**src/jdsl_pkg.sv**
```systemverilog
package jdsl_pkg;

	localparam int SAMPLE_BITS_DEF = 10;

	localparam int CFG_IDX_W  = 3;
	localparam int CFG_DATA_W = 10;
	localparam int MID_W      = 10;
	localparam int DZ_W       = 9;
	localparam int HALF_W     = 10;
	localparam int STEP_W     = 8;
	localparam int DRIVE_W    = 8;
	localparam int DEN_W      = 10;
	localparam int QUO_W      = 9;
	localparam int MAG_W      = 7;
	localparam int SCALE_MAX  = 100;

	localparam logic [CFG_IDX_W-1:0] REG_STEER_MID  = 3'd0;
	localparam logic [CFG_IDX_W-1:0] REG_VEL_MID    = 3'd1;
	localparam logic [CFG_IDX_W-1:0] REG_DEAD_ZONE  = 3'd2;
	localparam logic [CFG_IDX_W-1:0] REG_HALF_SCALE = 3'd3;
	localparam logic [CFG_IDX_W-1:0] REG_INV_STEER  = 3'd4;
	localparam logic [CFG_IDX_W-1:0] REG_INV_VEL    = 3'd5;
	localparam logic [CFG_IDX_W-1:0] REG_STEP_STEER = 3'd6;
	localparam logic [CFG_IDX_W-1:0] REG_STEP_VEL   = 3'd7;

	localparam logic [MID_W-1:0]  RST_MID        = 10'd512;
	localparam logic [DZ_W-1:0]   RST_DEAD_ZONE  = 9'd10;
	localparam logic [HALF_W-1:0] RST_HALF_SCALE = 10'd512;
	localparam logic [STEP_W-1:0] RST_STEP       = 8'd10;

	localparam logic AXIS_STEER = 1'b0;

	typedef struct packed {
		logic busy;
		logic done;
	} div_stat_t;

endpackage

```
**src/jdsl_div.sv**
```systemverilog
module jdsl_div #(
	parameter int NW = 18
) (
	input  logic                     clk,
	input  logic                     arst_n,
	input  logic                     start,
	input  logic [NW-1:0]            num,
	input  logic [jdsl_pkg::DEN_W-1:0] den,
	output jdsl_pkg::div_stat_t      stat,
	output logic [jdsl_pkg::QUO_W-1:0] quo
);
	import jdsl_pkg::*;

	localparam int CW = $clog2(QUO_W);

	logic [NW-1:0]    rem_q;
	logic [NW-1:0]    ds_q;
	logic [QUO_W-1:0] quo_q;
	logic [CW-1:0]    cnt_q;
	logic             busy_q;
	logic             done_q;
	logic             ge;

	assign ge = (rem_q >= ds_q);

	always_ff @(posedge clk or negedge arst_n) begin
		if (!arst_n) begin
			busy_q <= 1'b0;
			done_q <= 1'b0;
			cnt_q  <= '0;
		end else begin
			done_q <= 1'b0;
			if (start) begin
				busy_q <= 1'b1;
				cnt_q  <= CW'(QUO_W - 1);
			end else if (busy_q) begin
				if (cnt_q == '0) begin
					busy_q <= 1'b0;
					done_q <= 1'b1;
				end else begin
					cnt_q <= cnt_q - 1'b1;
				end
			end
		end
	end

	// one quotient bit per cycle, divisor shifts down
	always_ff @(posedge clk) begin
		if (start) begin
			rem_q <= num;
			ds_q  <= NW'(den) << (QUO_W - 1);
			quo_q <= '0;
		end else if (busy_q) begin
			if (ge) begin
				rem_q <= rem_q - ds_q;
			end
			quo_q <= {quo_q[QUO_W-2:0], ge};
			ds_q  <= ds_q >> 1;
		end
	end

	assign stat.busy = busy_q;
	assign stat.done = done_q;
	assign quo       = quo_q;

endmodule

```
**src/joystick_deadzone_slew_limiter.sv**
```systemverilog
// channel  | handshake                      | payload
// s_axis   | s_axis_tvalid / s_axis_tready  | tuser: op, tdata: raw_sample
// m_axis   | m_axis_tvalid / m_axis_tready  | tuser: axis, tdata: drive_value
// cfg      | cfg_valid / cfg_ready          | cfg_index, cfg_data
//
// a bit-serial divider scales the distance outside the dead band
// one item in flight; s_axis_tready is high only while waiting for a new item
// a held result stalls the final step until m_axis_tready frees the output register
// reset restores default registers and clears both previous outputs
module joystick_deadzone_slew_limiter #(
	parameter int SAMPLE_BITS = jdsl_pkg::SAMPLE_BITS_DEF
) (
	input  logic                               clk,
	input  logic                               arst_n,
	input  logic                               s_axis_tvalid,
	output logic                               s_axis_tready,
	input  logic [((SAMPLE_BITS+7)/8)*8-1:0]   s_axis_tdata,  // raw_sample
	input  logic                               s_axis_tuser,  // op
	output logic                               m_axis_tvalid,
	input  logic                               m_axis_tready,
	output logic [jdsl_pkg::DRIVE_W-1:0]       m_axis_tdata,  // drive_value
	output logic                               m_axis_tuser,  // axis
	input  logic                               cfg_valid,
	output logic                               cfg_ready,
	input  logic [jdsl_pkg::CFG_IDX_W-1:0]     cfg_index,
	input  logic [jdsl_pkg::CFG_DATA_W-1:0]    cfg_data
);
	import jdsl_pkg::*;

	localparam int EW = ((SAMPLE_BITS > 11) ? SAMPLE_BITS : 11) + 2;
	localparam int DW = ((SAMPLE_BITS > 10) ? SAMPLE_BITS : 10) + 1;
	localparam int NW = DW + 7;
	localparam int SW = 10;

	typedef enum logic [4:0] {
		ST_IDLE = 5'b00001,
		ST_DIST = 5'b00010,
		ST_MUL  = 5'b00100,
		ST_DIV  = 5'b01000,
		ST_SLEW = 5'b10000
	} state_t;

	state_t state_q;

	logic [MID_W-1:0]  steer_mid_q;
	logic [MID_W-1:0]  vel_mid_q;
	logic [DZ_W-1:0]   dead_zone_q;
	logic [HALF_W-1:0] half_scale_q;
	logic              inv_steer_q;
	logic              inv_vel_q;
	logic [STEP_W-1:0] step_steer_q;
	logic [STEP_W-1:0] step_vel_q;

	logic signed [DRIVE_W-1:0] last_steer_q;
	logic signed [DRIVE_W-1:0] last_vel_q;

	logic                   axis_q;
	logic [SAMPLE_BITS-1:0] raw_q;
	logic [DW-1:0]          dist_q;
	logic                   neg_q;
	logic                   dpos_q;
	logic                   out_valid_q;
	logic [DRIVE_W-1:0]     out_data_q;
	logic                   out_axis_q;

	logic in_acc;
	logic out_load;

	// distance outside the dead band
	logic signed [EW-1:0] raw_e, mid_e, dz_e, hi_e, lo_e;
	logic [DW-1:0]        dist_d;
	logic                 neg_d;

	assign raw_e = $signed({{(EW-SAMPLE_BITS){1'b0}}, raw_q});
	assign mid_e = $signed({{(EW-MID_W){1'b0}}, (axis_q ? vel_mid_q : steer_mid_q)});
	assign dz_e  = $signed({{(EW-DZ_W){1'b0}}, dead_zone_q});
	assign hi_e  = mid_e + dz_e;
	assign lo_e  = mid_e - dz_e;

	always_comb begin
		priority if (raw_e > hi_e) begin
			dist_d = DW'(raw_e - hi_e);
			neg_d  = 1'b0;
		end else if (raw_e < lo_e) begin
			dist_d = DW'(lo_e - raw_e);
			neg_d  = 1'b1;
		end else begin
			dist_d = '0;
			neg_d  = 1'b0;
		end
	end

	// scale numerator and divisor
	logic [NW-1:0]        num_d;
	logic signed [11:0]   div_e;
	logic                 div_start;
	div_stat_t            div_stat;
	logic [QUO_W-1:0]     quo;

	assign num_d = NW'({dist_q, 6'b0}) + NW'({dist_q, 5'b0}) + NW'({dist_q, 2'b0});
	assign div_e = $signed({2'b0, half_scale_q}) - $signed({3'b0, dead_zone_q});
	assign div_start = (state_q == ST_MUL);

	jdsl_div #(
		.NW(NW)
	) u_div (
		.clk    (clk),
		.arst_n (arst_n),
		.start  (div_start),
		.num    (num_d),
		.den    (div_e[DEN_W-1:0]),
		.stat   (div_stat),
		.quo    (quo)
	);

	// clamp, sign and slew limit
	logic [MAG_W-1:0]        mag;
	logic signed [SW-1:0]    tgt_e, prev_e, step_e, up_e, dn_e, res_e;

	assign mag    = (quo > QUO_W'(SCALE_MAX)) ? MAG_W'(SCALE_MAX) : quo[MAG_W-1:0];
	assign prev_e = SW'(axis_q ? last_vel_q : last_steer_q);
	assign step_e = $signed({2'b0, (axis_q ? step_vel_q : step_steer_q)});
	assign up_e   = prev_e + step_e;
	assign dn_e   = prev_e - step_e;

	always_comb begin
		if (!dpos_q) begin
			tgt_e = '0;
		end else if (neg_q) begin
			tgt_e = -$signed({3'b0, mag});
		end else begin
			tgt_e = $signed({3'b0, mag});
		end
		priority if (tgt_e > up_e) begin
			res_e = up_e;
		end else if (tgt_e < dn_e) begin
			res_e = dn_e;
		end else begin
			res_e = tgt_e;
		end
	end

	assign in_acc   = s_axis_tvalid && s_axis_tready;
	assign out_load = (state_q == ST_SLEW) && (!out_valid_q || m_axis_tready);

	always_ff @(posedge clk or negedge arst_n) begin
		if (!arst_n) begin
			state_q <= ST_IDLE;
		end else begin
			unique case (state_q)
				ST_IDLE: begin
					if (in_acc) state_q <= ST_DIST;
				end
				ST_DIST: state_q <= ST_MUL;
				ST_MUL:  state_q <= ST_DIV;
				ST_DIV: begin
					if (div_stat.done) state_q <= ST_SLEW;
				end
				ST_SLEW: begin
					if (out_load) state_q <= ST_IDLE;
				end
				default: state_q <= ST_IDLE;
			endcase
		end
	end

	always_ff @(posedge clk) begin
		if (in_acc) begin
			axis_q <= s_axis_tuser;
			raw_q  <= s_axis_tdata[SAMPLE_BITS-1:0];
		end
		if (state_q == ST_DIST) begin
			dist_q <= dist_d;
			neg_q  <= neg_d ^ (axis_q ? inv_vel_q : inv_steer_q);
		end
		if (state_q == ST_MUL) begin
			dpos_q <= (div_e > 12'sd0);
		end
		if (out_load) begin
			out_data_q <= res_e[DRIVE_W-1:0];
			out_axis_q <= axis_q;
		end
	end

	always_ff @(posedge clk or negedge arst_n) begin
		if (!arst_n) begin
			out_valid_q  <= 1'b0;
			last_steer_q <= '0;
			last_vel_q   <= '0;
		end else begin
			if (out_load) begin
				out_valid_q <= 1'b1;
				if (axis_q == AXIS_STEER) begin
					last_steer_q <= res_e[DRIVE_W-1:0];
				end else begin
					last_vel_q <= res_e[DRIVE_W-1:0];
				end
			end else if (m_axis_tready) begin
				out_valid_q <= 1'b0;
			end
		end
	end

	always_ff @(posedge clk or negedge arst_n) begin
		if (!arst_n) begin
			steer_mid_q  <= RST_MID;
			vel_mid_q    <= RST_MID;
			dead_zone_q  <= RST_DEAD_ZONE;
			half_scale_q <= RST_HALF_SCALE;
			inv_steer_q  <= 1'b0;
			inv_vel_q    <= 1'b0;
			step_steer_q <= RST_STEP;
			step_vel_q   <= RST_STEP;
		end else if (cfg_valid) begin
			unique case (cfg_index)
				REG_STEER_MID:  steer_mid_q  <= cfg_data[MID_W-1:0];
				REG_VEL_MID:    vel_mid_q    <= cfg_data[MID_W-1:0];
				REG_DEAD_ZONE:  dead_zone_q  <= cfg_data[DZ_W-1:0];
				REG_HALF_SCALE: half_scale_q <= cfg_data[HALF_W-1:0];
				REG_INV_STEER:  inv_steer_q  <= cfg_data[0];
				REG_INV_VEL:    inv_vel_q    <= cfg_data[0];
				REG_STEP_STEER: step_steer_q <= cfg_data[STEP_W-1:0];
				REG_STEP_VEL:   step_vel_q   <= cfg_data[STEP_W-1:0];
				default: ;
			endcase
		end
	end

	assign s_axis_tready = (state_q == ST_IDLE);
	assign m_axis_tvalid = out_valid_q;
	assign m_axis_tdata  = out_data_q;
	assign m_axis_tuser  = out_axis_q;
	assign cfg_ready     = 1'b1;

	a_accept_to_dist: assert property (@(posedge clk) disable iff (!arst_n)
		in_acc |=> (state_q == ST_DIST))
		else $error("accepted item did not start");

	a_div_running: assert property (@(posedge clk) disable iff (!arst_n)
		(state_q == ST_DIV) |-> (div_stat.busy || div_stat.done))
		else $error("waiting on an idle divider");

	a_div_idle: assert property (@(posedge clk) disable iff (!arst_n)
		(state_q == ST_IDLE) |-> !div_stat.busy)
		else $error("divider busy with no item");

	a_out_range: assert property (@(posedge clk) disable iff (!arst_n)
		m_axis_tvalid |-> ($signed(m_axis_tdata) >= -8'sd100 &&
			$signed(m_axis_tdata) <= 8'sd100))
		else $error("drive value out of range");

endmodule

```
**config.mk**
```make
export PLATFORM = sky130hd
export DESIGN_NAME = joystick_deadzone_slew_limiter
export DESIGN_NICKNAME = d
export VERILOG_FILES = /design/src/jdsl_pkg.sv /design/src/jdsl_div.sv /design/src/joystick_deadzone_slew_limiter.sv
export SDC_FILE = /design/constraint.sdc
export NUM_CORES = 1
export LEC_CHECK = 0
export BUFFER_PORTS_ARGS = -buffer_cell sky130_fd_sc_hd__buf_4
export CAP_MARGIN = 10
export CORE_UTILIZATION = 57
export DETAILED_ROUTE_END_ITERATION = 10
export GPL_TIMING_DRIVEN = 0
export PLACE_DENSITY = 0.88
export SYNTH_ARGS = -nofsm -noshare
export SYNTH_HDL_FRONTEND = slang
export SYNTH_SLANG_ARGS = --single-unit
export TNS_END_PERCENT = 10
```
**constraint.sdc**
```tcl
create_clock -name clk -period 4.85 [get_ports clk]
set_clock_uncertainty 0.1 [all_clocks]
set_input_delay 0 -clock clk [delete_from_list [all_inputs] [get_ports clk]]
set_output_delay 0 -clock clk [all_outputs]
set_load 0.05 [all_outputs]
```
==> results.sh, run 1 <==
export IMPL_initial_core_util=0.589
export IMPL_synth_seq_cells=163
export IMPL_ys_types=67
export IMPL_hold_violations=0
export IMPL_cp_start_kind="flip-flop"
export IMPL_syn2layout_area_growth_pct=16.5
export IMPL_track_usage=0.285
export IMPL_die_area_um2=20900
export IMPL_htree_levels=4
export IMPL_worstReg2RegEnd="dist_q[9]"
export IMPL_power_density_nw_per_um2=775
export IMPL_worst_pin_slew_ps=1180
export IMPL_hold_ws_ps=38.0
export IMPL_setup_slack_ps=-111
export IMPL_ys_flop_type="dfrtp_1"
export IMPL_synth_nets=1328
export IMPL_critPathKind="flip-flop to flip-flop"
export IMPL_synthTopCellsByArea="dfrtp_1 16%, edfxtp_1 16%, ha_1 13%, mux2_2 7.9%, mux2i_1 3.7%"
export IMPL_placed_area_um2=12200
export IMPL_power_leakage_nw=6.09
export IMPL_worstPathArrival_ps=5080
export IMPL_crit_path_max_incr_delay_ps=510
export IMPL_design_area_um2=13500
export IMPL_clk_latency_ps=450
export IMPL_holdCritStartpoint="cfg_index[1]"
export IMPL_p_seq_frac=0.229
export IMPL_path_cells="buf_12, mux2i_2, inv_1, ha_1, inv_1, fa_1, o21bai_1, a21oi_1, o21bai_1, a21oi_1, o31ai_2, xnor2_1, ha_2, o21ai_0, nand2b_1, a21oi_1, a211oi_1, o41ai_1, a21o_1, buf_4, clkbuf_2, o32ai_1"
export IMPL_cts_tree="built"
export IMPL_slew_headroom=0.210
export IMPL_crit_path_top_delay_cell="edfxtp_1"
export IMPL_r2r_start="axis_q"
export IMPL_status="finished with violations"
export IMPL_hpwl_mm=19.3
export IMPL_drtIter0Drc=893
export IMPL_drive_above_1_share=0.190
export IMPL_swShare=0.456
export IMPL_yosysWarnings=0
export IMPL_fin_crit_ps=4960
export IMPL_grt_overflow=0
export IMPL_r2r_cells=22
export IMPL_ant_nets=0
export IMPL_hold_path_cell_count=3
export IMPL_rows=51
export IMPL_synth_top_cell_by_area="dfrtp_1"
export IMPL_fin_crit_sh=1.02
export IMPL_postSynthAreaPerCell_um2=10.0
export IMPL_crit_family="compound AO/OA/AOI/OAI gates"
export IMPL_async_flop_share=0.521
export IMPL_vdd_drop_max_mv=0.643
export IMPL_clock_fmax_mhz=202
export IMPL_viasPerCell=6.16
export IMPL_synth_area_um2=11600
export IMPL_critPathMaxFanout=10
export IMPL_synth_edff_count=61
export IMPL_p_int_w=0.00569
export IMPL_grt_pass1_vias=9233
export IMPL_slew_violations=0
export IMPL_grt_max_degree=86
export IMPL_ios=47
export IMPL_core_area_um2=19700
export IMPL_drt_wl_total_mm=29.8
export IMPL_die_h_um=144
export IMPL_cts_buffer_depth=2
export IMPL_fp_dieW_um=144
export IMPL_root_buffer="clkbuf_16"
export IMPL_power_switching_w=0.00477
export IMPL_seq_area_frac_synth=0.373
export IMPL_cts_buffers=17
export IMPL_place_gp_congestion=0.939
export IMPL_path_common_cell="a21oi_1"
export IMPL_setup_viol=12
export IMPL_rsz0062_at_grt="true"
export IMPL_cp_num_buf_inv=5
export IMPL_critPathCaptureType="flip-flop"
export IMPL_pwr_share_clk=0.131
export IMPL_drcViolationCount=0
export IMPL_grt_antenna_before_repair=0
export IMPL_combPwrFrac=0.640
export IMPL_clk_pin_slew_ps=80
export IMPL_io_buffers=37
export IMPL_drv_cap=0
export IMPL_avgRoutedWirePerCell_um=19.3
export IMPL_min_path_type="primary input to flip-flop"
export IMPL_finalNetCount=1437
export IMPL_critical_path_required_ps=4970
export IMPL_numClockSinks=163
export IMPL_grt_pass1_wl_mm=45.6
export IMPL_firstDrtPassIters=6
export IMPL_antenna_cells=0
export IMPL_reg2reg_slack_ps=-110
export IMPL_vias=9515
export IMPL_violations="setup timing"
export IMPL_synth_top_cell_area_share=0.162
export IMPL_holdPathEnd="inv_steer_q"
export IMPL_netlist_instances=1157
power by group through the flow:
stage	clock network (W)	registers (W)	logic (W)
6_report	0.00137	0.00239	0.00669
5_1_grt	0.00144	0.00243	0.00728
4_1_cts	0.00138	0.00237	0.00614
3_5_place_dp	0	0.00239	0.00582
3_3_place_gp	0	0.00236	0.00560
2_1_floorplan	0	0.00230	0.00462
synthesized netlist by cell type, drive strengths merged (5+ instances only):
| cell type | n |
|---|---|
| a211oi | 7 |
| a21boi | 8 |
| a21o | 30 |
| a21oi | 66 |
| and2 | 10 |
| and3 | 8 |
| buf | 7 |
| clkbuf | 21 |
| dfrtp | 75 |
| dfstp | 10 |
| dfxtp | 17 |
| edfxtp | 61 |
| fa | 16 |
| ha | 120 |
| inv | 113 |
| mux2 | 83 |
| mux2i | 43 |
| nand2 | 60 |
| nand2b | 15 |
| nand3 | 22 |
| nand4 | 11 |
| nor2 | 79 |
| nor2b | 17 |
| nor3 | 20 |
| nor3b | 6 |
| nor4 | 5 |
| o211ai | 5 |
| o21a | 10 |
| o21ai | 70 |
| o21bai | 6 |
| o22ai | 9 |
| o31ai | 5 |
| or2 | 6 |
| or3 | 5 |
| xnor2 | 40 |
| xor2 | 30 |
cell families after synthesis:
logic type / Yosys count / share of synthesized area
fa+ha+maj: 137 / 0.158
simple gates: 270 / 0.114
mux: 126 / 0.119
compound gates: 249 / 0.137
flops: 163 / 0.373
xor+xnor: 70 / 0.0530
other cells: 1 / 0.000324
buf+inv: 141 / 0.0468
per-layer routing:
metal  up-vias  part of all wire  global-route usage
met4         0             0.038               0.121
met1      4596              0.40               0.352
li1       4338                 -                   -
met2       469              0.49               0.480
met5         -                 0                   0
met3       112             0.068              0.0623
registers in the layout, indices dropped and copies added (netlist names), 4 cells and up:
signal	count
last_vel_q	8
vel_mid_q	10
last_steer_q	8
dist_q	11
m_axis_tdata	8
half_scale_q	10
steer_mid_q	10
u_div.cnt_q	4
state_q	5
u_div.rem_q	18
raw_q	10
step_vel_q	8
u_div.quo	9
step_steer_q	8
dead_zone_q	9
u_div.ds_q	18
worst max-delay path by stage:
stage	start	to	cells past startpoint
finish	axis_q	dist_q[9]	22
global route	axis_q	dist_q[10]	20
CTS	axis_q	last_steer_q[1]	22
detailed placement	axis_q	dist_q[10]	23
global placement	axis_q	dist_q[10]	23
floorplan	axis_q	last_steer_q[6]	19
repair_timing:
action / 4_1_cts / 5_1_grt
hold buffers: 27 / 0
setup endpoints to repair: 36 / 35
pin swaps: 5 / 14
buffers inserted: 13 / 13
endpoints found under the hold margin: 147 / 0
resized for setup: 19 / 50
cells in the final DEF (no fill, tap or decap), types with 17 or more instances in the layout:
cell type	synthesis	layout
nand2_1	60	60
inv_1	113	110
nand3_1	22	22
ha_1	120	116
dfxtp_1	17	17
nor2_1	79	79
dfrtp_1	75	75
buf_4	1	62
clkbuf_16	0	17
mux2i_1	43	34
a21oi_1	65	59
xnor2_1	40	40
edfxtp_1	61	61
mux2_2	81	81
nor3_1	20	18
dlygate4sd3_1	0	27
clkbuf_1	21	17
a21o_1	29	29
nor2b_1	17	17
xor2_1	30	30
o21ai_0	70	59
cell type report:
cell class | count | area (um2)
buffer | 27 | 150
clock buffer | 17 | 425
clock inverter | 15 | 183
fill | 1330 | 6170
inverter | 113 | 424
multi-input combinational | 853 | 6890
sequential | 163 | 4310
tap | 265 | 332
timing repair buffer | 91 | 766
through the flow:
stage	TNS, ps	power [W]	instances	worst slack, ps	utilization
floorplan	0	0.00691	1157	55.6	-
global placement	-35840	0.00797	1459	-1290	0.620
detailed placement	-36270	0.00822	1460	-1290	0.621
CTS	-9.43	0.00989	1531	-6.46	0.673
global route	-4140	0.0111	1544	-340	0.686
finish	-689	0.0105	1544	-111	0.686
worst register-to-register path, stage by stage (launching register included):
cell and delay [ps]:
edfxtp_1 510, buf_12 200, mux2i_2 170, inv_1 100, ha_1 200, inv_1 70, fa_1 400, o21bai_1 150
a21oi_1 120, o21bai_1 150, a21oi_1 140, o31ai_2 310, xnor2_1 150, ha_2 420, o21ai_0 110, nand2b_1 90
a21oi_1 90, a211oi_1 240, o41ai_1 190, a21o_1 220, buf_4 140, clkbuf_2 210, o32ai_1 240
Power figures use the tool's default switching activity.
==> run 2: changes to the inputs <==
--- a/config.mk
+++ b/config.mk
@@ -5,12 +5,15 @@
 export SDC_FILE = /design/constraint.sdc
 export NUM_CORES = 1
 export LEC_CHECK = 0
+export ABC_AREA = 1
 export BUFFER_PORTS_ARGS = -buffer_cell sky130_fd_sc_hd__buf_4
 export CAP_MARGIN = 10
+export CORE_ASPECT_RATIO = 0.6
 export CORE_UTILIZATION = 57
 export DETAILED_ROUTE_END_ITERATION = 10
 export GPL_TIMING_DRIVEN = 0
 export PLACE_DENSITY = 0.88
+export SLEW_MARGIN = 20
 export SYNTH_ARGS = -nofsm -noshare
 export SYNTH_HDL_FRONTEND = slang
 export SYNTH_SLANG_ARGS = --single-unit
==> run 2 against run 1 <==
  * The run still ends with setup timing left
  * Hold slack improved by 28 ps
  * Register-to-register slack gained 98 ps
  * Sequential share of layout area rose by 0.60 points
  * Die area down 0.82%
  * Utilization is 0.28 points lower
  * Critical path depth is 4 higher
  * Largest cell class unchanged
  * Highest routed layer unchanged
==> results.sh, run 2 <==
export IMPL_seq_area_frac_synth=0.376
export IMPL_die_area_um2=20700
export IMPL_clock_fmax_mhz=206
export IMPL_regArea_um2=4310
export IMPL_vias=10486
export IMPL_synth_most_common_cell="nand2_1"
export IMPL_core_area_um2=19400
export IMPL_mostFrequentLayoutCell="nand2_1"
export IMPL_met2_wirelength_mm=13.3
export IMPL_cts_buffers=17
export IMPL_drive_above_1_share=0.106
export IMPL_drcViolationCount=0
export IMPL_ant_nets=0
export IMPL_worst_pin_slew_ps=1110
export IMPL_place_inst=1711
export IMPL_grt_max_degree=86
export IMPL_grt_antenna_before_repair=0
export IMPL_critPathCaptureType="flip-flop"
export IMPL_place_gp_congestion=0.999
export IMPL_initial_core_util=0.592
export IMPL_min_path_type="primary input to asynchronous set/reset pin"
export IMPL_setup_slack_ps=-13.0
export IMPL_postLayoutCoreUtil=0.683
export IMPL_root_buffer="clkbuf_16"
export IMPL_rows=39
export IMPL_io_buffers=39
export IMPL_reg2reg_slack_ps=-10
export IMPL_fp_dieW_um=185
export IMPL_drt_wl_total_mm=31.3
export IMPL_crit_path_max_incr_delay_ps=400
export IMPL_cts_buffer_depth=2
export IMPL_final_cell_mix="305 x nand2_1, 193 x inv_1, 128 x o21ai_0"
export IMPL_yosysWarnings=0
export IMPL_placed_area_um2=12100
export IMPL_ys_flop_type="dfrtp_1"
export IMPL_largestRegisters="u_div.ds_q (18), u_div.rem_q (18), dist_q (11)"
export IMPL_wl_met1_mm=13.6
export IMPL_clk_latency_ps=450
export IMPL_synth_top_cell_by_area="dfrtp_1"
export IMPL_path_common_cell="nand2_1"
export IMPL_synth_area_um2=11500
export IMPL_synth_commonest_cells="307 x nand2_1, 194 x inv_1, 138 x o21ai_0"
export IMPL_postSynthAreaPerCell_um2=8.17
export IMPL_violations="setup timing"
export IMPL_multiInputGateArea_um2=6380
export IMPL_grt_pass1_wl_mm=49.3
export IMPL_highest_layer="met4"
export IMPL_cts_tree="built"
export IMPL_clk_pin_slew_ps=80
export IMPL_fin_crit_sh=1.00
export IMPL_ios=47
export IMPL_hpwl_mm=22.3
export IMPL_synth_nets=1575
export IMPL_cp_start_kind="flip-flop"
export IMPL_numClockSinks=163
export IMPL_slew_violations=0
export IMPL_critPathKind="flip-flop to flip-flop"
export IMPL_layoutNonFillerInstCount=1788
export IMPL_ys_types=59
export IMPL_hold_ws_ps=66.0
export IMPL_crit_path_top_delay_cell="edfxtp_1"
export IMPL_viasPerCell=5.86
export IMPL_htree_levels=4
export IMPL_worstPathArrival_ps=4960
export IMPL_track_usage=0.307
export IMPL_critPathMaxFanout=10
export IMPL_syn2layout_area_growth_pct=15.4
export IMPL_netlist_instances=1404
export IMPL_hold_violations=0
export IMPL_synth_top_cell_area_share=0.164
export IMPL_status="finished with violations"
export IMPL_synth_edff_count=61
export IMPL_synthTopCellsByArea="dfrtp_1 16%, edfxtp_1 16%, ha_1 13%, nand2_1 10%, inv_1 6.4%"
export IMPL_critical_path_required_ps=4950
export IMPL_drv_cap=0
export IMPL_slew_headroom=0.255
export IMPL_design_area_um2=13200
export IMPL_drtIter0Drc=1421
export IMPL_die_h_um=112
export IMPL_fillerInstances=1453
export IMPL_firstDrtPassIters=11
export IMPL_finalNetCount=1680
export IMPL_async_flop_share=0.521
export IMPL_rsz0062_at_grt="true"
export IMPL_antenna_cells=0
export IMPL_grt_pass1_vias=9716
export IMPL_wl_met3_mm=3.94
export IMPL_fin_crit_ps=4860
export IMPL_setup_viol=1
export IMPL_avgRoutedWirePerCell_um=17.5
export IMPL_synth_seq_cells=163
export IMPL_grt_overflow=0
run 2: worst max-delay path: cells and delay by family, from the launching register on:
kind | cells | cell delay (ps)
AO/OA/AOI/OAI | 9 | 1510
XOR/XNOR | 1 | 150
adder cells (fa/ha/maj) | 2 | 630
buffers and inverters | 5 | 800
flip-flops | 1 | 400
AND/OR/NAND/NOR | 9 | 1010
run 2: cell families (layout without fill, tap and decap cells):
logic type | after synthesis | after routing | share of synthesized area
XOR/XNOR | 63 | 63 | 0.0481
other | 1 | 1 | 0.000327
flip-flops | 163 | 163 | 0.376
AO/OA/AOI/OAI | 309 | 309 | 0.148
adder cells (fa/ha/maj) | 136 | 136 | 0.159
multiplexers | 2 | 2 | 0.00175
AND/OR/NAND/NOR | 499 | 500 | 0.189
buffers and inverters | 231 | 348 | 0.0775
run 2: what timing repair did:
| action | 4_1_cts | 5_1_grt |
|---|---|---|
| setup endpoints to repair | 36 | 36 |
| hold buffers | 35 | 0 |
| hold endpoints to repair | 147 | 0 |
| pin swaps | 0 | 11 |
| gates resized for setup | 14 | 29 |
| cloned | 0 | 1 |
| setup buffers | 2 | 8 |
run 2: area by class of cell:
class,count,area share
inverter,200,0.0570
multi-input combinational,1011,0.482
buffer,30,0.0109
timing repair buffer,86,0.0553
clock buffer,19,0.0351
clock inverter,13,0.00851
tap,266,0.0252
sequential,163,0.326
run 2: worst paths after layout:
kind | start | endpoint | cells past startpoint
max in group asynchronous | arst_n | step_steer_q[5] | 2
setup reg to reg | axis_q | m_axis_tdata[4] | 26
hold / removal | arst_n | last_steer_q[7] | 2
hold reg to reg | u_div.ds_q[0] | u_div.ds_q[0] | 2
setup / recovery | axis_q | m_axis_tdata[4] | 26
min in group clk | s_axis_tdata[8] | raw_q[8] | 2
run 2: through the flow:
stage / setup WS (ps) / TNS (ps)
2_1_floorplan: 485 / 0
3_3_place_gp: -811 / -18620
3_5_place_dp: -903 / -23620
4_1_cts: -16.7 / -43.9
5_1_grt: -85.1 / -866
6_report: -13.0 / -13.0
run 2: routing by layer:
| metal | GRT usage | vias to the layer above |
|---|---|---|
| met5 | 0 | - |
| met4 | 0.0590 | 0 |
| met3 | 0.101 | 65 |
| met2 | 0.455 | 617 |
| met1 | 0.440 | 4910 |
| li1 | - | 4894 |
Power of run 2 is not shown: default switching activity piles up to over one toggle a cycle in this logic, so the estimate is an artifact.
==> run 3: changes to the inputs <==
--- a/config.mk
+++ b/config.mk
@@ -8,7 +8,8 @@
 export ABC_AREA = 1
 export BUFFER_PORTS_ARGS = -buffer_cell sky130_fd_sc_hd__buf_4
 export CAP_MARGIN = 10
-export CORE_ASPECT_RATIO = 0.6
+export CORE_ASPECT_RATIO = 1.4
+export CORE_MARGIN = 4
 export CORE_UTILIZATION = 57
 export DETAILED_ROUTE_END_ITERATION = 10
 export GPL_TIMING_DRIVEN = 0
==> run 3 against run 2 <==
  * The run now ends clean
  * Sequential share of layout area is 0.11 points higher
  * Utilization decreased by 1.8 points
  * Non-clock buffer count is 5 lower
  * Die area rose by 8.6%
  * Flip-flop and latch count is the same
  * Hold slack got worse by 1.5 ps
  * Critical path type unchanged
==> results.sh, run 3 (synthesis results as in run 2) <==
export IMPL_critPathKind="flip-flop to flip-flop"
export IMPL_worst_pin_slew_ps=1090
export IMPL_clk_pin_slew_ps=70
export IMPL_tns_ps=0
export IMPL_top_usage_layer="met2"
export IMPL_cp_start_kind="flip-flop"
export IMPL_use_met2=0.467
export IMPL_r2r_start="axis_q"
export IMPL_crit_path_max_incr_delay_ps=410
export IMPL_reg2reg_slack_ps=180
export IMPL_initial_core_util=0.578
export IMPL_critPathMaxFanout=10
export IMPL_worstPathArrival_ps=4840
export IMPL_worstReg2RegEnd="dist_q[8]"
export IMPL_status="complete, no violations"
export IMPL_drive_above_1_share=0.0983
export IMPL_hold_violations=0
export IMPL_track_usage=0.264
export IMPL_place_gp_congestion=0.929
export IMPL_r2r_cells=24
export IMPL_critical_path_required_ps=5010
export IMPL_slew_violations=0
export IMPL_drt_wl_total_mm=29.3
export IMPL_hpwl_mm=21.4
export IMPL_grt_pass1_vias=10332
export IMPL_clk_latency_ps=450
export IMPL_path_common_cell="nand2_1"
export IMPL_core_area_um2=19800
export IMPL_largestRegisters="u_div.ds_q (18), u_div.rem_q (18), dist_q (11)"
export IMPL_firstDrtPassIters=6
export IMPL_fin_crit_sh=0.964
export IMPL_antenna_cells=0
export IMPL_drcViolationCount=0
export IMPL_critPathCaptureType="flip-flop"
export IMPL_avgRoutedWirePerCell_um=16.6
export IMPL_drv_cap=0
export IMPL_mostFrequentLayoutCell="nand2_1"
export IMPL_die_h_um=176
export IMPL_die_area_um2=22500
export IMPL_cts_buffer_depth=2
export IMPL_path_cells="buf_4, buf_2, o21ai_4, ha_1, inv_1, fa_1, nand3_1, nand2_1, nand2_1, nand2_1, a21oi_2, xor2_1, inv_1, ha_1, nand2_1, nor2_1, nand2_1, o211ai_1, a21oi_1, o21bai_1, a21o_1, nand3_2, buf_6, o22ai_1"
export IMPL_finalNetCount=1674
export IMPL_clock_fmax_mhz=214
export IMPL_viasPerCell=5.79
export IMPL_ant_nets=0
export IMPL_setup_viol=0
export IMPL_grt_overflow=0
export IMPL_met3_usage=0.0484
export IMPL_grt_antenna_before_repair=0
export IMPL_grt_pass1_wl_mm=48.1
export IMPL_fin_crit_ps=4670
export IMPL_drtIter0Drc=792
export IMPL_vias=10244
export IMPL_rows=61
export IMPL_numClockSinks=163
export IMPL_ios=47
export IMPL_slew_headroom=0.273
export IMPL_htree_levels=4
export IMPL_crit_path_top_delay_cell="fa_1"
export IMPL_met1_usage=0.294
export IMPL_grt_max_degree=86
export IMPL_root_buffer="clkbuf_16"
export IMPL_io_buffers=39
export IMPL_fp_dieW_um=128
export IMPL_final_cell_mix="307 x nand2_1, 194 x inv_1, 130 x o21ai_0"
export IMPL_cts_tree="built"
export IMPL_min_path_type="primary input to asynchronous set/reset pin"
export IMPL_cts_buffers=17
export IMPL_syn2layout_area_growth_pct=15.0
[run 3: cell count changes in the layout (fill, tap and decap cells not counted), sizes merged]
cell and change:
buf -3, clkinv +1, nand2 -1, clkinvlp -1
inv +1, clkbuf -4, bufinv +1
[run 3: what timing repair did]
action                                  4_1_cts  5_1_grt
hold buffers                                 35        0
endpoints found under the setup margin       36       36
setup buffers                                 1        4
cloned                                        0        0
gates resized for setup                       4       30
pin swaps                                     0        4
endpoints found under the hold margin       147        0
[run 3: how the worst max path moves through the flow]
| stage | from | to | slack [ps] | cells after the start |
|---|---|---|---|---|
| after floorplan | axis_q | neg_q | 490 | 22 |
| after global placement | axis_q | dist_q[0] | -650 | 23 |
| after detailed placement | axis_q | dist_q[0] | -710 | 23 |
| after CTS | axis_q | m_axis_tdata[6] | 20 | 26 |
| after global routing | axis_q | m_axis_tdata[6] | -120 | 27 |
| final | axis_q | dist_q[8] | 180 | 24 |
[run 3: area by class of cell]
class                      count  area [um2]
timing repair buffer          81         697
tap                          252         315
multi-input combinational   1010        6330
buffer                        30         141
fill                        1539        6660
clock buffer                  17         425
inverter                     200         753
clock inverter                15         210
sequential                   163        4310
[run 3: per-layer routing]
metal | vias to the layer above | wire length [um]
met2 | 371 | 15300
met5 | - | 0
li1 | 4883 | -
met4 | 0 | 1610
met1 | 4863 | 10900
met3 | 127 | 1560
[run 3: metrics by stage]
stage	instances	cell area [um2]	hold WS, ps	setup slack (ps)	utilization
final	1768	13200	64.5	176	0.665
after global routing	1768	13200	121	-125	0.665
after CTS	1764	13100	170	16.6	0.660
after detailed placement	1697	12100	79.5	-715	0.610
after global placement	1695	12100	78.3	-649	0.608
after floorplan	1404	11500	-396	485	-
[run 3: critical path: cells and delay by family (launching register included)]
| kind | cells | cell delay, ps |
|---|---|---|
| xor gates and xnor gates | 1 | 160 |
| DFF | 1 | 390 |
| AOI/OAI and AO/OA | 7 | 1330 |
| adders and majority gates | 3 | 960 |
| buffers and inverters | 5 | 700 |
| and+or+nand+nor | 8 | 840 |
Power of run 3 is left out for the same reason.
